`src/sv/gpbmd_pkg.sv`:
```
// shared types and constants for the pushbuffer method decoder
`default_nettype none

package gpbmd_pkg;

    localparam int unsigned WORD_W   = 32;
    localparam int unsigned METHOD_W = 13;
    localparam int unsigned SUBCH_W  = 3;
    localparam int unsigned COUNT_W  = 13;
    localparam int unsigned MODE_W   = 3;

    localparam int unsigned METHOD_LSB = 0;
    localparam int unsigned SUBCH_LSB  = 13;
    localparam int unsigned COUNT_LSB  = 16;
    localparam int unsigned MODE_LSB   = 29;

    localparam logic [MODE_W-1:0] MODE_INCREASING = 3'd1;
    localparam logic [MODE_W-1:0] MODE_NONINCR    = 3'd3;
    localparam logic [MODE_W-1:0] MODE_INLINE     = 3'd4;
    localparam logic [MODE_W-1:0] MODE_INC_ONCE   = 3'd5;

    localparam logic [METHOD_W-1:0] LIMIT_RESET = 13'd64;

    typedef struct packed {
        logic [METHOD_W-1:0] cur_method;
        logic [SUBCH_W-1:0]  cur_subchannel;
        logic [COUNT_W-1:0]  words_left;
        logic                hold_method;
        logic                hold_after_first;
    } run_state_t;

    typedef struct packed {
        logic [METHOD_W-1:0] method_addr;
        logic [SUBCH_W-1:0]  subchannel;
        logic [WORD_W-1:0]   argument;
        logic                to_puller;
        logic                last_in_run;
        logic [COUNT_W-1:0]  remaining_count;
    } call_t;

endpackage

`default_nettype wire

```
`src/sv/gpbmd_if.sv`:
```
// valid/ready channel interfaces for command words and method calls
`default_nettype none

interface gpbmd_cmd_if;
    logic                            valid;
    logic                            ready;
    logic [gpbmd_pkg::WORD_W-1:0]    cmd_word;

    modport source (output valid, output cmd_word, input ready);
    modport sink (input valid, input cmd_word, output ready);
endinterface

interface gpbmd_call_if;
    logic                            valid;
    logic                            ready;
    logic [gpbmd_pkg::METHOD_W-1:0]  method_addr;
    logic [gpbmd_pkg::SUBCH_W-1:0]   subchannel;
    logic [gpbmd_pkg::WORD_W-1:0]    argument;
    logic                            to_puller;
    logic                            last_in_run;
    logic [gpbmd_pkg::COUNT_W-1:0]   remaining_count;

    modport source (output valid, output method_addr, output subchannel, output argument,
                    output to_puller, output last_in_run, output remaining_count,
                    input ready);
    modport sink (input valid, input method_addr, input subchannel, input argument,
                  input to_puller, input last_in_run, input remaining_count,
                  output ready);
endinterface

`default_nettype wire

```
`src/sv/gpbmd_decode.sv`:
```
// header and data word decode with next run state
`default_nettype none

module gpbmd_decode (
    input  wire logic [gpbmd_pkg::WORD_W-1:0]   word,
    input  wire logic [gpbmd_pkg::METHOD_W-1:0] limit,
    input  wire gpbmd_pkg::run_state_t          state,
    output gpbmd_pkg::run_state_t               state_next,
    output logic                                emit,
    output gpbmd_pkg::call_t                    call
);

    logic [gpbmd_pkg::METHOD_W-1:0] hdr_method;
    logic [gpbmd_pkg::SUBCH_W-1:0]  hdr_subch;
    logic [gpbmd_pkg::COUNT_W-1:0]  hdr_count;
    logic [gpbmd_pkg::MODE_W-1:0]   hdr_mode;

    assign hdr_method = word[gpbmd_pkg::METHOD_LSB +: gpbmd_pkg::METHOD_W];
    assign hdr_subch  = word[gpbmd_pkg::SUBCH_LSB +: gpbmd_pkg::SUBCH_W];
    assign hdr_count  = word[gpbmd_pkg::COUNT_LSB +: gpbmd_pkg::COUNT_W];
    assign hdr_mode   = word[gpbmd_pkg::MODE_LSB +: gpbmd_pkg::MODE_W];

    always_comb
    begin
        state_next = state;
        emit       = 1'b0;
        call       = '0;
        if (state.words_left != '0)
        begin
            // data word of an open run
            emit                 = 1'b1;
            call.method_addr     = state.cur_method;
            call.subchannel      = state.cur_subchannel;
            call.argument        = word;
            call.to_puller       = state.cur_method < limit;
            call.last_in_run     = state.words_left == gpbmd_pkg::COUNT_W'(1);
            call.remaining_count = state.words_left;
            if (!state.hold_method)
            begin
                state_next.cur_method = state.cur_method + gpbmd_pkg::METHOD_W'(1);
            end
            if (state.hold_after_first)
            begin
                state_next.hold_method = 1'b1;
            end
            state_next.words_left = state.words_left - gpbmd_pkg::COUNT_W'(1);
        end
        else
        begin
            unique case (hdr_mode) inside
                gpbmd_pkg::MODE_INCREASING, gpbmd_pkg::MODE_NONINCR,
                gpbmd_pkg::MODE_INC_ONCE:
                begin
                    state_next.cur_method       = hdr_method;
                    state_next.cur_subchannel   = hdr_subch;
                    state_next.words_left       = hdr_count;
                    state_next.hold_method      = hdr_mode == gpbmd_pkg::MODE_NONINCR;
                    state_next.hold_after_first = hdr_mode == gpbmd_pkg::MODE_INC_ONCE;
                end
                gpbmd_pkg::MODE_INLINE:
                begin
                    state_next.cur_method       = hdr_method;
                    state_next.cur_subchannel   = hdr_subch;
                    state_next.hold_method      = 1'b1;
                    state_next.hold_after_first = 1'b0;
                    emit                 = 1'b1;
                    call.method_addr     = hdr_method;
                    call.subchannel      = hdr_subch;
                    call.argument        = gpbmd_pkg::WORD_W'(hdr_count);
                    call.to_puller       = hdr_method < limit;
                    call.last_in_run     = 1'b1;
                    call.remaining_count = '0;
                end
                default:
                begin
                    // unknown mode, word dropped
                end
            endcase
        end
    end

endmodule

`default_nettype wire

```
`src/sv/gpu_pushbuffer_method_decoder.sv`:
```
// top level of the pushbuffer method decoder
`default_nettype none

// Takes one command word per cycle while the output is not stalled and turns it into at
// most one method call. A word goes into an input register, is decoded against the run
// state (method, subchannel, words left, hold flags) and the call lands in an output
// register; a new word can be taken every cycle unless call.ready holds the output.
// Headers other than inline ones and words of unknown mode produce no call. The user
// must write the puller limit through cfg_we/cfg_wdata only while no word is in flight;
// the block does not enforce it.
module gpu_pushbuffer_method_decoder (
    input  wire logic                           clk,
    input  wire logic                           rst_n,
    input  wire logic                           cfg_we,
    input  wire logic [gpbmd_pkg::METHOD_W-1:0] cfg_wdata,
    gpbmd_cmd_if.sink                           cmd,
    gpbmd_call_if.source                        call
);

    logic [gpbmd_pkg::METHOD_W-1:0] limit_reg;
    logic                           in_valid_reg;
    logic [gpbmd_pkg::WORD_W-1:0]   in_word_reg;
    gpbmd_pkg::run_state_t          state_reg;
    gpbmd_pkg::run_state_t          state_next;
    logic                           out_valid_reg;
    gpbmd_pkg::call_t               out_reg;

    logic                           dec_emit;
    gpbmd_pkg::call_t               dec_call;
    logic                           out_free;
    logic                           stage_go;

    gpbmd_decode u_decode (
        .word       (in_word_reg),
        .limit      (limit_reg),
        .state      (state_reg),
        .state_next (state_next),
        .emit       (dec_emit),
        .call       (dec_call)
    );

    assign out_free  = !out_valid_reg || call.ready;
    assign stage_go  = in_valid_reg && out_free;
    assign cmd.ready = !in_valid_reg || out_free;

    always_ff @(posedge clk or negedge rst_n)
    begin
        if (!rst_n)
        begin
            limit_reg <= gpbmd_pkg::LIMIT_RESET;
        end
        else if (cfg_we)
        begin
            limit_reg <= cfg_wdata;
        end
    end

    // input register
    always_ff @(posedge clk or negedge rst_n)
    begin
        if (!rst_n)
        begin
            in_valid_reg <= 1'b0;
        end
        else if (cmd.ready)
        begin
            in_valid_reg <= cmd.valid;
        end
    end

    always_ff @(posedge clk)
    begin
        if (cmd.ready && cmd.valid)
        begin
            in_word_reg <= cmd.cmd_word;
        end
    end

    // run state
    always_ff @(posedge clk or negedge rst_n)
    begin
        if (!rst_n)
        begin
            state_reg <= '0;
        end
        else if (stage_go)
        begin
            state_reg <= state_next;
        end
    end

    // output register
    always_ff @(posedge clk or negedge rst_n)
    begin
        if (!rst_n)
        begin
            out_valid_reg <= 1'b0;
        end
        else if (out_free)
        begin
            out_valid_reg <= stage_go && dec_emit;
        end
    end

    always_ff @(posedge clk)
    begin
        if (stage_go && dec_emit)
        begin
            out_reg <= dec_call;
        end
    end

    assign call.valid           = out_valid_reg;
    assign call.method_addr     = out_reg.method_addr;
    assign call.subchannel      = out_reg.subchannel;
    assign call.argument        = out_reg.argument;
    assign call.to_puller       = out_reg.to_puller;
    assign call.last_in_run     = out_reg.last_in_run;
    assign call.remaining_count = out_reg.remaining_count;

    // data words always produce a call
    assert property (@(posedge clk) disable iff (!rst_n)
        stage_go && state_reg.words_left != '0 |=> out_valid_reg)
        else $error("data word produced no call");

    // run count steps down by one per data word
    assert property (@(posedge clk) disable iff (!rst_n)
        stage_go && state_reg.words_left != '0
        |=> state_reg.words_left == $past(state_reg.words_left) - gpbmd_pkg::COUNT_W'(1))
        else $error("words left did not decrement");

    // held method stays put across data words
    assert property (@(posedge clk) disable iff (!rst_n)
        stage_go && state_reg.words_left != '0 && state_reg.hold_method
        |=> state_reg.cur_method == $past(state_reg.cur_method))
        else $error("held method advanced");

    // last flag only on final call of a run
    assert property (@(posedge clk) disable iff (!rst_n)
        out_valid_reg && out_reg.remaining_count > gpbmd_pkg::COUNT_W'(1)
        |-> !out_reg.last_in_run)
        else $error("last flag set early");

endmodule

`default_nettype wire
```
`src/flat_wrapper.sv`:
```
// flat-port wrapper written by rule: the top's interface ports become plain ports
module gpu_pushbuffer_method_decoder_flat 
  (clk, rst_n, cfg_we, cfg_wdata, cmd_valid, cmd_cmd_word, cmd_ready, call_valid, call_method_addr, call_subchannel, call_argument, call_to_puller, call_last_in_run, call_remaining_count, call_ready);
  gpbmd_cmd_if cmd_i ();
  gpbmd_call_if call_i ();
  input  wire logic clk;
  input  wire logic rst_n;
  input  wire logic cfg_we;
  input  wire logic [gpbmd_pkg::METHOD_W-1:0] cfg_wdata;
  input wire logic [$bits(cmd_i.valid)-1:0] cmd_valid;
  input wire logic [$bits(cmd_i.cmd_word)-1:0] cmd_cmd_word;
  output wire logic [$bits(cmd_i.ready)-1:0] cmd_ready;
  output wire logic [$bits(call_i.valid)-1:0] call_valid;
  output wire logic [$bits(call_i.method_addr)-1:0] call_method_addr;
  output wire logic [$bits(call_i.subchannel)-1:0] call_subchannel;
  output wire logic [$bits(call_i.argument)-1:0] call_argument;
  output wire logic [$bits(call_i.to_puller)-1:0] call_to_puller;
  output wire logic [$bits(call_i.last_in_run)-1:0] call_last_in_run;
  output wire logic [$bits(call_i.remaining_count)-1:0] call_remaining_count;
  input wire logic [$bits(call_i.ready)-1:0] call_ready;
  assign cmd_i.valid = cmd_valid;
  assign cmd_i.cmd_word = cmd_cmd_word;
  assign cmd_ready = cmd_i.ready;
  assign call_valid = call_i.valid;
  assign call_method_addr = call_i.method_addr;
  assign call_subchannel = call_i.subchannel;
  assign call_argument = call_i.argument;
  assign call_to_puller = call_i.to_puller;
  assign call_last_in_run = call_i.last_in_run;
  assign call_remaining_count = call_i.remaining_count;
  assign call_i.ready = call_ready;
  gpu_pushbuffer_method_decoder u_core (.clk(clk), .rst_n(rst_n), .cfg_we(cfg_we), .cfg_wdata(cfg_wdata), .cmd(cmd_i), .call(call_i));
endmodule
```
`config.mk`:
```
export PLATFORM = sky130hd
export DESIGN_NAME = gpu_pushbuffer_method_decoder_flat
export DESIGN_NICKNAME = d
export VERILOG_FILES = /design/src/sv/gpbmd_pkg.sv /design/src/sv/gpbmd_if.sv /design/src/sv/gpbmd_decode.sv /design/src/sv/gpu_pushbuffer_method_decoder.sv /design/src/flat_wrapper.sv
export SDC_FILE = /design/constraint.sdc
export NUM_CORES = 1
export LEC_CHECK = 0
export BUFFER_PORTS_ARGS = -buffer_cell sky130_fd_sc_hd__buf_4
export CAP_MARGIN = 10
export CORE_ASPECT_RATIO = 0.5
export CORE_MARGIN = 4
export CORE_UTILIZATION = 35
export DETAILED_ROUTE_END_ITERATION = 8
export GPL_TIMING_DRIVEN = 0
export PLACE_DENSITY_LB_ADDON = 0.12
export SYNTH_ARGS = -nofsm -noshare
export SYNTH_HDL_FRONTEND = slang
export SYNTH_HIERARCHICAL = 1
export SYNTH_SLANG_ARGS = --single-unit
```
`constraint.sdc`:
```
create_clock -name clk -period 5.9 [get_ports clk]
set_clock_uncertainty 0.2 [all_clocks]
set_input_delay 1.18 -clock clk [delete_from_list [all_inputs] [get_ports clk]]
set_output_delay 1.18 -clock clk [all_outputs]
set_load 0.01 [all_outputs]
```
# After elaboration in Yosys (flattened, before gate mapping)
# Index checks and enable logic that the tools add are counted.
[word_totals]
regBits = 141
inputBits = 50
output_inout_bits = 65
[classes]
n_addsub = 2
n_lt_le_gt_ge = 2
eq_ne = 7
muxes = 11
bitwise_logic = 1
reduce_logical = 19
[op_table]
columns = ["op", "n"]
rows = [
  ["$mux 63", 2],
  ["$mux 13", 3],
  ["$lt 13x13->1", 2],
  ["$mux 16", 1],
  ["$mux 14", 1],
  ["$add 13x1->13 const B", 1],
  ["$eq 13x1->1 const B", 1],
  ["$reduce_bool 13->1", 1],
  ["$sub 13x1->13 const B", 1],
  ["$reduce_and 3->1", 4],
  ["$eq 3x3->1 const B", 2],
  ["$reduce_bool 2->1", 3],
  ["$pmux 2 s2", 1],
  ["$reduce_or 4->1", 1],
  ["$eq 3x1->1 const B", 1],
  ["$eq 3x2->1 const B", 1],
  ["$logic_and 1x1->1", 3],
  ["$mux 1", 3],
  ["$reduce_bool 3->1", 1],
  ["$reduce_or 3->1", 1],
  ["$logic_not 1->1", 2],
  ["$logic_or 1x1->1", 2],
  ["$ne 2x1->1 const B", 1],
  ["$ne 2x2->1 const B", 1],
  ["2 further kinds", 2],
]

# Longest topological paths before layout
[logic_depth]
ltp_word = 4
depth_mapped = 11
ltp_nobuf = 8

# By module
# Netlist, hierarchy kept.
[modules_own_cells]
columns = ["module", "instances", "cells_per_inst", "area_per_inst_um2"]
rows = [
  ["gpu_pushbuffer_method_decoder", 1, 198, 4739.5],
  ["gpbmd_decode", 1, 375, 2125.8],
]

# Least setup slack after synthesis
# Ideal clock, no wire load.
[synth_path]
kind = "register -> register"
start = "reg u_core/state_reg[2] (netlist bit)"
end = "reg u_core.out_reg (netlist bit u_core/call.argument[0]) (enable)"
setup_time_ns = 0.484
t_arrival_ns = 4.308
t_required_ns = 5.216
slack_ns = 0.908
path_stages_with_launch = 11
n_path_buf = 3
synth_period_minus_slack_ns = 4.992
path_cell_list = "dfrtp_1 inv_1 ha_1 nor3b_2 and4_1 buf_4 buf_2 buf_2 nand2_1 nand2_1 nor2_1"
[synth_between]
elab_chain_len = 3
[synth_rtl]
columns = ["item", "line_no", "text"]
rows = [
  ["start, declared", "gpu_pushbuffer_method_decoder.sv:23", "gpbmd_pkg::run_state_t state_reg;"],
  ["start signal, assigned", "gpu_pushbuffer_method_decoder.sv:88", "state_reg <= state_next;"],
  ["$reduce_bool 13->1", "gpbmd_decode.sv:28", "if (state.words_left != '0)"],
  ["$mux 1", "gpbmd_decode.sv:28", ""],
  ["net u_core.dec_emit", "gpu_pushbuffer_method_decoder.sv:28", "logic dec_emit;"],
  ["$logic_and 1x1->1", "gpu_pushbuffer_method_decoder.sv:107", "if (stage_go && dec_emit)"],
  ["end signal, assigned", "gpu_pushbuffer_method_decoder.sv:109", "out_reg <= dec_call;"],
  ["end, declared", "gpu_pushbuffer_method_decoder.sv:26", "gpbmd_pkg::call_t out_reg;"],
]
# The timed path passes the listed nets, and every way through them passes these cells.
# A chain may end at the register's enable or synchronous reset.

# Worst setup path in the final report
[layout_path]
start = "reg u_core/state_reg[3] (netlist bit)"
end = "reg u_core.out_reg (netlist bit u_core/call.argument[27]) (enable)"
# The elaborated chain is that of the path after synthesis.

==> impl_results.md <==
* Status: finished clean
* Die W at 206 microns
* Core Region at 18800 sq um
* Nets at 785
* Crit-path slowest cell: dfrtp_1
* WL met3 at 956 microns
* Startpoint Class: flop
* CP Capture Type: flop
* Pre-CTS WS at 2.61 ns
* Top_reg_cell synth: edfxtp_1
* Post-synth top cells: edfxtp_1, nand2_1, dfrtp_1, nand3_1, nor2_1
* Top cell type's share of synthesized area at 0.416
* Total congestion overflow at 0
* Kind of critical path: reg2reg
* Detailed Route WL at 18200 microns
* Max Fclk at 0.299 GHz
* H-tree depth at 4
* Mapped Area at 6870 sq um
* Post-Route Setup TNS at 0 ns
* Clock share of power at 0.311
* Largest cells by area after synthesis: edfxtp_1, dfrtp_1, mux2_4
* RSZ-0062 raised after global routing: no
* CTS max path bufs at 2
* Top sig layer: met4
* Relative slew margins at 0.408
* Sequential cell area fraction in the yosys report at 0.583
* Routability-driven placement congestion ratio at 0.837
* Clock insertion delay at the later pin of the skew report at 0.42 ns
* Antenna cell count at 0
* Antenna violations before repair at 0
* Syn avg cell area at 12.0 sq um
* Synthesis-stage register bit count at 141
* Largest net degree at the start of global routing at 47
* Synthesized Nets at 650
* Minimum clock period at 3.34 ns
* Die Area at 22100 sq um
* Cell-by-cell trace of the critical path: inv_1 > ha_1 > nor3b_2 > and4_1 > buf_4 > buf_2 > buf_2 > nand2_1 > nand2_1 > nor2_4 > buf_12 > buf_12
* Initial core utilization at 0.365
* Detailed Place HPWL at 13100 microns
* Critical path fanouts, max at 32
* Number of synthesized flops with an enable pin at 95
* Final instance area at 8670 sq um
* Drt wl/cell at 18.5 microns
* Fin. max-slew vios at 0
* Number of port buffers at 114
* Post-CTS Setup Bufs at 0
* Worst ir drop on vdd at 224 uV
* PostCTS Resize Cnt at 0
* Fill cell count at 1775
* Dpl cells at 948
* Initial DRC count at 276
* Sink Count at 141
* Placed cell areas at 8090 sq um
* Most common cell in the synthesized netlist: edfxtp_1
* Clock root cell: clkbuf_16
* Count of final hold-check violations at 0
* Sw frac at 0.310
* Leakage at 3.76 nW
* Number of global-route vias before repair at 4862
* Num rows at 35
* Internal Power at 2.35 mW
* Ports at 115
* DRC viols at 0
* Num CTS Buffers at 17
* PnR worst setup slack at 2.56 ns
* Worst slew pin tran at 0.888 ns
* Die Y at 107 microns
* Synth Instances at 573
* WHS at 0.305 ns
* Met2 Routed Length at 8240 microns
* Logic pwr share at 0.245
* Share of cells above drive strength 1 at 0.305
* Vias per cell at 4.99
* Dominant cell type by area after synthesis: edfxtp_1
* GRT Total Usage at 0.167
* Hold WC Path Type: reg2reg
* Final Power at 3.41 mW
* Max cap viols at 0
* CTS Hold Bufs at 0
* First-pass iteration count of the detailed router at 5
* Crit path largest cell delay at 0.41 ns
* Metal-1 WL at 8830 microns
* Worst EP arrival at 3.30 ns
* Synth cell types at 51
* Synth warn at 6
* CTS tree: yes
* Final setup viols at 0
* Final core occ at 0.461
* Area grow syn2layout at 26.3%
* Reg clk slew, reported paths at 0.06 ns
* Pwr Density at 393 nW/um^2
* Final cell count without fillers at 980
* Net Sw Power at 1.06 mW
* ANT nets after route at 0
* Vias at 4892
* Seq pwr share at 0.444
* Worst endpoint required time at 5.86 ns
* First-pass GRT wire length at 28000 microns
* Final period utilization at 0.566
* Asr flop ratio synth at 0.326
-- kinds of logic after synthesis --
kind of cell	synth area share
AOI/OAI and AO/OA	0.0755
adders and majority gates	0.0492
buffers and inverters	0.0385
DFF	0.583
muxes	0.0966
and+or+nand+nor	0.157
-- layout by cell type (no fill, tap or decap), types with 5 or more instances in the layout --
master	synthesis	routed
a211oi_1	12	12
clkbuf_1	22	22
nand3_1	39	39
and2_1	23	22
buf_2	7	7
dfrtp_1	45	45
buf_12	3	5
clkbuf_16	0	17
edfxtp_1	95	95
nor2_1	34	33
nor3_1	11	11
ha_1	27	27
o21ai_0	21	21
inv_1	18	18
inv_6	0	5
mux2_2	18	18
mux2_4	30	30
a21oi_1	29	29
buf_4	1	115
nand2_1	85	85
-- worst paths after layout --
check | startpoint | end | slack (ns) | cells past startpoint
worst min-delay path | u_core/limit_reg[4] | u_core/limit_reg[4] | 0.31 | 1
max in group asynchronous | rst_n | u_core/state_reg[13] | 4.43 | 1
min in group asynchronous | rst_n | u_core/limit_reg[1] | 0.60 | 1
worst min register to register | u_core/limit_reg[4] | u_core/limit_reg[4] | 0.31 | 1
worst max-delay path | u_core/state_reg[3] | u_core/call.argument[27] | 2.56 | 12
worst max register to register | u_core/state_reg[3] | u_core/call.argument[27] | 2.56 | 12
-- worst max-delay path: cells and delay by family (launching register included) --
| kind | cells | cell delay, ns |
|---|---|---|
| adders and majority gates | 1 | 0.26 |
| buffers and inverters | 6 | 1.25 |
| and+or+nand+nor | 5 | 0.92 |
| DFF | 1 | 0.41 |
-- power groups by stage --
stage / registers [mW] / logic (mW) / clock network, mW
after CTS: 1.51 / 0.841 / 1.09
after global routing: 1.55 / 0.930 / 1.13
after floorplan: 1.50 / 0.541 / 0
final: 1.51 / 0.835 / 1.06
after global placement: 1.54 / 0.810 / 0
after detailed placement: 1.53 / 0.836 / 0
-- final cells by class --
class / instances / area (sq um) / area share
clock inverter: 15 / 153 / 0.0176
sequential: 141 / 4010 / 0.462
tap: 259 / 324 / 0.0374
clock buffer: 17 / 425 / 0.0491
timing repair buffer: 116 / 896 / 0.103
multi-input combinational: 380 / 2610 / 0.300
buffer: 34 / 196 / 0.0227
inverter: 18 / 67.6 / 0.00779
-- routing by layer --
layer	GRT usage	up-vias
li1	-	2334
met1	0.243	2419
met2	0.257	127
met3	0.0332	12
met4	0.0436	0
met5	0	-
Note: power is estimated with default switching activity, not from simulation.
